$ cat src/tsb_pkg.sv
// shared types, constants and helpers for the tridiagonal sturm bisection block
`timescale 1ns / 1ps
`default_nettype none
package tsb_pkg;

    // matrix store depth and search length
    localparam int MAX_ORDER     = 256;
    localparam int BISECT_ROUNDS = 48;
    localparam int ADDR_W        = $clog2(MAX_ORDER);
    localparam int CNT_W         = $clog2(MAX_ORDER + 1);
    localparam int ROUND_W       = $clog2(BISECT_ROUNDS);

    // number format, signed Q16.32
    localparam int Q_W   = 48;
    localparam int RAD_W = 47;

    // divider sizes
    localparam int DIV_STEPS = 48;
    localparam int DIV_CNT_W = $clog2(DIV_STEPS);

    // configuration port
    localparam int                    CFG_ADDR_W  = 8;
    localparam logic [CFG_ADDR_W-1:0] REG_RADIUS  = CFG_ADDR_W'(0);
    localparam logic [CFG_ADDR_W-1:0] REG_LARGEST = CFG_ADDR_W'(1);
    localparam logic [RAD_W-1:0]      RADIUS_RST  = 47'h0002_0000_0000;

    localparam logic signed [Q_W-1:0] POS_MAX = 48'sh7FFF_FFFF_FFFF;
    localparam logic signed [Q_W-1:0] NEG_MIN = 48'sh8000_0000_0000;

    typedef logic signed [Q_W-1:0] t_q48;

    // one stored row
    typedef struct packed {
        t_q48 diag;
        t_q48 off;
    } t_row;

    // status and result of the quotient unit
    typedef struct packed {
        logic done;
        logic sat;
        t_q48 q;
    } t_quot_res;

    typedef enum logic [2:0] {
        S_IDLE,
        S_START,
        S_UPD,
        S_QUOT,
        S_DECIDE,
        S_DONE
    } t_seq_state;

    typedef enum logic [2:0] {
        Q_IDLE,
        Q_MUL,
        Q_CHK,
        Q_DIV,
        Q_FIN
    } t_quot_state;

    // saturate a 49-bit difference to 48 bits
    function automatic t_q48 clamp49(input logic signed [Q_W:0] v);
        if (v[Q_W] != v[Q_W-1]) begin
            return v[Q_W] ? NEG_MIN : POS_MAX;
        end
        return v[Q_W-1:0];
    endfunction

    function automatic logic sat49(input logic signed [Q_W:0] v);
        return v[Q_W] ^ v[Q_W-1];
    endfunction

endpackage
`default_nettype wire

$ cat src/tsb_quot.sv
// quotient unit: b*b/d by partial products and a radix-2 restoring divider
`timescale 1ns / 1ps
`default_nettype none
module tsb_quot (
    input  logic               i_clk,
    input  logic               i_rst_n,
    input  logic               i_start,
    input  tsb_pkg::t_q48      i_b,
    input  tsb_pkg::t_q48      i_d,
    output tsb_pkg::t_quot_res o_res
);
    import tsb_pkg::*;

    t_quot_state r_state, n_state;

    logic [Q_W-1:0]       r_m;
    logic [Q_W-1:0]       r_dm;
    logic                 r_dneg;
    logic [1:0]           r_step;
    logic [2*Q_W-1:0]     r_acc;
    logic [Q_W:0]         r_rem;
    logic [Q_W-1:0]       r_dvd;
    logic [Q_W-1:0]       r_quo;
    logic                 r_big;
    logic [DIV_CNT_W-1:0] r_cnt;
    logic                 r_done;
    logic                 r_sat;
    t_q48                 r_q;

    logic signed [Q_W:0]  w_b_ext, w_d_ext, w_b_abs, w_d_abs;
    t_q48                 w_d_fix;
    logic [23:0]          w_ma, w_mb;
    logic [47:0]          w_pp;
    logic [2*Q_W-1:0]     w_term;
    logic                 w_big;
    logic [Q_W:0]         w_rem2;
    logic                 w_ge;
    logic [Q_W:0]         w_mag;
    logic [Q_W:0]         w_neg;
    t_q48                 w_q;
    logic                 w_sat;

    // magnitudes; a zero pivot is taken as one lsb
    assign w_d_fix = (i_d == '0) ? t_q48'(1) : i_d;
    assign w_b_ext = {i_b[Q_W-1], i_b};
    assign w_d_ext = {w_d_fix[Q_W-1], w_d_fix};
    assign w_b_abs = i_b[Q_W-1] ? -w_b_ext : w_b_ext;
    assign w_d_abs = w_d_fix[Q_W-1] ? -w_d_ext : w_d_ext;

    // one 24x24 partial product per step
    assign w_ma = (r_step == 2'd0) ? r_m[23:0] : r_m[47:24];
    assign w_mb = (r_step == 2'd2) ? r_m[47:24] : r_m[23:0];
    assign w_pp = w_ma * w_mb;

    always_comb begin
        case (r_step)
            2'd0:    w_term = {48'd0, w_pp};
            2'd1:    w_term = {23'd0, w_pp, 25'd0};
            default: w_term = {w_pp, 48'd0};
        endcase
    end

    // quotient does not fit 48 bits when the upper half already reaches the divisor
    assign w_big = r_acc[2*Q_W-1:Q_W] >= r_dm;

    // restoring divide step
    assign w_rem2 = {r_rem[Q_W-1:0], r_dvd[Q_W-1]};
    assign w_ge   = w_rem2 >= {1'b0, r_dm};

    // sign and clamp the quotient
    assign w_mag = r_big ? {1'b1, {Q_W{1'b0}}} : {1'b0, r_quo};
    assign w_neg = -w_mag;
    always_comb begin
        if (!r_dneg) begin
            w_sat = w_mag >= {2'b01, {(Q_W-1){1'b0}}};
            w_q   = w_sat ? POS_MAX : w_mag[Q_W-1:0];
        end else begin
            w_sat = w_mag > {2'b01, {(Q_W-1){1'b0}}};
            w_q   = w_sat ? NEG_MIN : w_neg[Q_W-1:0];
        end
    end

    // state register
    always_ff @(posedge i_clk) begin
        if (!i_rst_n) begin
            r_state <= Q_IDLE;
            r_done  <= 1'b0;
        end else begin
            r_state <= n_state;
            r_done  <= (r_state == Q_FIN);
        end
    end

    // next state
    always_comb begin
        n_state = r_state;
        case (r_state)
            Q_IDLE: if (i_start) n_state = Q_MUL;
            Q_MUL:  if (r_step == 2'd2) n_state = Q_CHK;
            Q_CHK:  n_state = w_big ? Q_FIN : Q_DIV;
            Q_DIV:  if (r_cnt == DIV_CNT_W'(DIV_STEPS - 1)) n_state = Q_FIN;
            Q_FIN:  n_state = Q_IDLE;
            default: n_state = Q_IDLE;
        endcase
    end

    // datapath
    always_ff @(posedge i_clk) begin
        case (r_state)
            Q_IDLE: begin
                r_m    <= w_b_abs[Q_W-1:0];
                r_dm   <= w_d_abs[Q_W-1:0];
                r_dneg <= w_d_fix[Q_W-1];
                r_step <= 2'd0;
            end
            Q_MUL: begin
                r_acc  <= (r_step == 2'd0) ? w_term : r_acc + w_term;
                r_step <= r_step + 2'd1;
            end
            Q_CHK: begin
                r_big <= w_big;
                r_rem <= {1'b0, r_acc[2*Q_W-1:Q_W]};
                r_dvd <= r_acc[Q_W-1:0];
                r_quo <= '0;
                r_cnt <= '0;
            end
            Q_DIV: begin
                r_rem <= w_ge ? w_rem2 - {1'b0, r_dm} : w_rem2;
                r_dvd <= {r_dvd[Q_W-2:0], 1'b0};
                r_quo <= {r_quo[Q_W-2:0], w_ge};
                r_cnt <= r_cnt + DIV_CNT_W'(1);
            end
            Q_FIN: begin
                r_q   <= w_q;
                r_sat <= w_sat;
            end
            default: ;
        endcase
    end

    assign o_res.done = r_done;
    assign o_res.sat  = r_sat;
    assign o_res.q    = r_q;

endmodule
`default_nettype wire

$ cat config.mk
export PLATFORM = sky130hd
export DESIGN_NAME = tsb_quot
export DESIGN_NICKNAME = d
export VERILOG_FILES = /design/src/tsb_pkg.sv /design/src/tsb_quot.sv
export SDC_FILE = /design/constraint.sdc
export NUM_CORES = 2
export LEC_CHECK = 0
export BUFFER_PORTS_ARGS = -buffer_cell sky130_fd_sc_hd__buf_2
export CORE_AREA = 2 2 376 378
export CTS_CLUSTER_SIZE = 30
export DETAILED_ROUTE_END_ITERATION = 8
export DIE_AREA = 0 0 378 380
export SYNTH_ARGS = -nofsm -noshare
export SYNTH_HDL_FRONTEND = slang
export SYNTH_SLANG_ARGS = --single-unit
$ cat constraint.sdc
create_clock -name i_clk -period 31.2 [get_ports i_clk]
set_input_delay 7.8 -clock i_clk [delete_from_list [all_inputs] [get_ports i_clk]]
set_output_delay 7.8 -clock i_clk [all_outputs]
set_load 0.02 [all_outputs]
==> results.json <==
{
  "grt_max_degree": 98,
  "async_flop_share_pct": 0,
  "hold_class": "flip-flop to flip-flop",
  "track_usage_pct": 21.4,
  "clk_pin_slew_ns": 0.06,
  "post_drt_via_cell_ratio": 5.40,
  "start_util_pct": 34.8,
  "status": "finished, final reports clean",
  "netlist_area_mm2": 0.0485,
  "final-seq-area_mm2": 0.0119,
  "post_drt_wl_per_cell_um": 20.8,
  "holdPathStages": 2,
  "synth-seq-cells": 399,
  "clock-sinks": 399,
  "worst_slew_pin_slew_ns": 1.21,
  "crit_arrival_ns": 14.08,
  "syn_nets": 6521,
  "hp-start": "r_dvd[8]",
  "period_minus_slack_ns": 13.68,
  "io_pins": 149,
  "holdPathEnd": "r_dvd[9]",
  "critPathSlowestCell": "xnor2_1",
  "place_hpwl_um": 123000,
  "ys_warn_count": 0,
  "reg2reg_depth": 38,
  "required_ns": 31.61,
  "h-tree-depth": 2,
  "ctsResizeCount": 0,
  "synthFlopType": "edfxtp_1",
  "startpoint_type": "flip-flop",
  "firstDrtPassIters": 6,
  "io_buffers": 148,
  "grt_pass1_wl_um": 240000,
  "crit_type": "flip-flop to flip-flop",
  "chipHeight_um": 380,
  "worst_path_largest_cell_delay_ns": 0.95,
  "cts_tree": "yes",
  "grt_pass1_vias": 39900,
  "syn_inst": 5566,
  "die_x_um": 378,
  "max_freq_mhz": 73.1,
  "drtAntennaViolNets": 0,
  "finalSetupViolCount": 0,
  "rrSetupSlack_ns": 17.52,
  "reg2reg_to": "r_acc[95]",
  "fill_cells": 14300,
  "drive_gt1_share_pct": 7.09,
  "clock_skew_ns": 0.0257,
  "layout.nets": 6531,
  "end_kind": "flip-flop",
  "row_count": 137,
  "rsz0062_at_grt": "no",
  "ys_types": 75,
  "ctsHoldBuffers": 0,
  "cp_common_cell": "fa_1",
  "place.gp.congestion": 0.964,
  "remaining_drc_errors": 0,
  "core_area_mm2": 0.139,
  "crit_family": "adder cells",
  "worstReg2RegStart": "r_step[0]",
  "multi_input_area_mm2": 0.0330,
  "timing.final.max_slew_violations": 0,
  "die_area_mm2": 0.144,
  "numCtsBuffers": 48,
  "syn_area_per_cell_um2": 8.71,
  "cap_viol_max_count": 0,
  "cp_num_buf_inv": 6,
  "grt_overflow": 0,
  "hold_violations": 0,
  "vias": 40500,
  "clockBufferDepth": 3,
  "root_buffer": "clkbuf_16",
  "synth-edff-count": 395,
  "antenna_found_initial": 5,
  "wl_um": 156000,
  "drt_iter0_drc": 3751,
  "postCtsSetupRepairBufs": 0,
  "fin_tns_setup_ns": 0,
  "yosysSeqAreaShare_pct": 24.6,
  "worst-path-max-fanout": 48,
  "clk_latency_ns": 0.67,
  "max-slew-margin-rel_pct": 17.6,
  "timing.final.crit_share_pct": 43.8,
  "area_growth_syn_to_layout_pct": 9.00
}
[registers in the layout, summed over array words and instances (netlist names)]
name / flops
r_acc: 96
r_dm: 48
r_dvd: 48
r_m: 48
r_q: 48
r_quo: 48
r_rem: 48
r_cnt: 6
r_state: 3
r_step: 2
r_big: 1
r_dneg: 1
r_done: 1
r_sat: 1
[layer usage]
layer  global-route usage (%)  routed length [µm]  vias to the layer above
li1                         -                   -                    18800
met1                     30.4               69600                    19700
met2                     33.3               69000                     1667
met3                     3.00               11600                      287
met4                     7.48                5770                        2
met5                        0                  13                        -
[cells in the mapped netlist, drive strengths merged, types with 50 or more instances]
master,number,area share [%]
inv,688,5.3
o21ai,249,2.6
a31oi,68,0.88
xor2,79,1.4
mux2i,50,1.0
nand3,54,0.56
fa,484,20
nand4,69,0.89
ha,372,9.6
a21o,139,2.2
nor2,563,4.4
clkbuf,246,1.9
nor3,69,0.71
and2,62,0.80
nand2,800,6.2
and3,64,0.83
a21oi,374,3.9
xnor2,190,3.4
edfxtp,395,24
[placed cells by master, fill, tap and decap left out, types with 45 or more instances in the layout]
cell and instances:
ha_1 369, nand3_1 54, clkbuf_16 48, xnor2_1 190
a21o_1 139, a21oi_1 374, edfxtp_1 395, buf_2 148
o31ai_1 45, xor2_1 79, buf_4 73, inv_1 688
o21bai_1 48, a31oi_1 68, nor2_1 561, o21ai_0 246
nand4_1 69, and2_1 59, mux2_2 48, nor3_1 68
nand2_1 799, fa_1 484, and3_1 64
[layout make-up]
type,instances,share of cell area (%)
tap,1876,4.44
timing repair buffer,221,2.44
sequential,399,22.6
multi-input combinational,4217,62.5
clock inverter,28,0.706
antenna,2,0.00948
clock buffer,59,2.37
inverter,689,4.90
[kinds of logic (layout without fill, tap and decap cells)]
family / count (synthesis) / after routing / share of synthesized area (%)
muxes: 98 / 98 / 2.15
xor gates and xnor gates: 269 / 269 / 4.86
AOI/OAI and AO/OA: 1129 / 1129 / 14.4
and+or+nand+nor: 1865 / 1865 / 17.0
buffers and inverters: 950 / 997 / 7.38
other: 0 / 2 / 0
DFF: 399 / 399 / 24.6
adders and majority gates: 856 / 856 / 29.6
[tightest hold or removal path, delay by kind of cell (launching register included)]
family	cells	cell delay, ns
flops	1	0.32
simple gates	2	0.09
[stage by stage]
stage               hold slack [ns]  instance area, µm²  instances  setup WS [ns]  utilization (%)
floorplan                     0.484               48500       5566          19.79                -
global placement              0.489               51200       7402          18.09             36.8
detailed placement            0.498               51200       7402          17.85             36.8
CTS                           0.510               52800       7489          17.79             37.9
global route                  0.532               52800       7489          16.90             37.9
finish                        0.508               52800       7491          17.52             37.9
[worst max-delay path by stage]
stage | from | endpoint | slack [ns] | depth (start not counted)
2_1_floorplan | i_b[1] | r_m[44] | 19.79 | 12
3_3_place_gp | r_step[0] | r_acc[88] | 18.09 | 40
3_5_place_dp | r_step[0] | r_acc[95] | 17.85 | 38
4_1_cts | r_step[0] | r_acc[95] | 17.79 | 40
5_1_grt | r_step[0] | r_acc[95] | 16.90 | 40
6_report | r_step[0] | r_acc[95] | 17.52 | 38
Power is not shown: default switching activity piles up to over one toggle a cycle in this logic, so the estimate is an artifact.
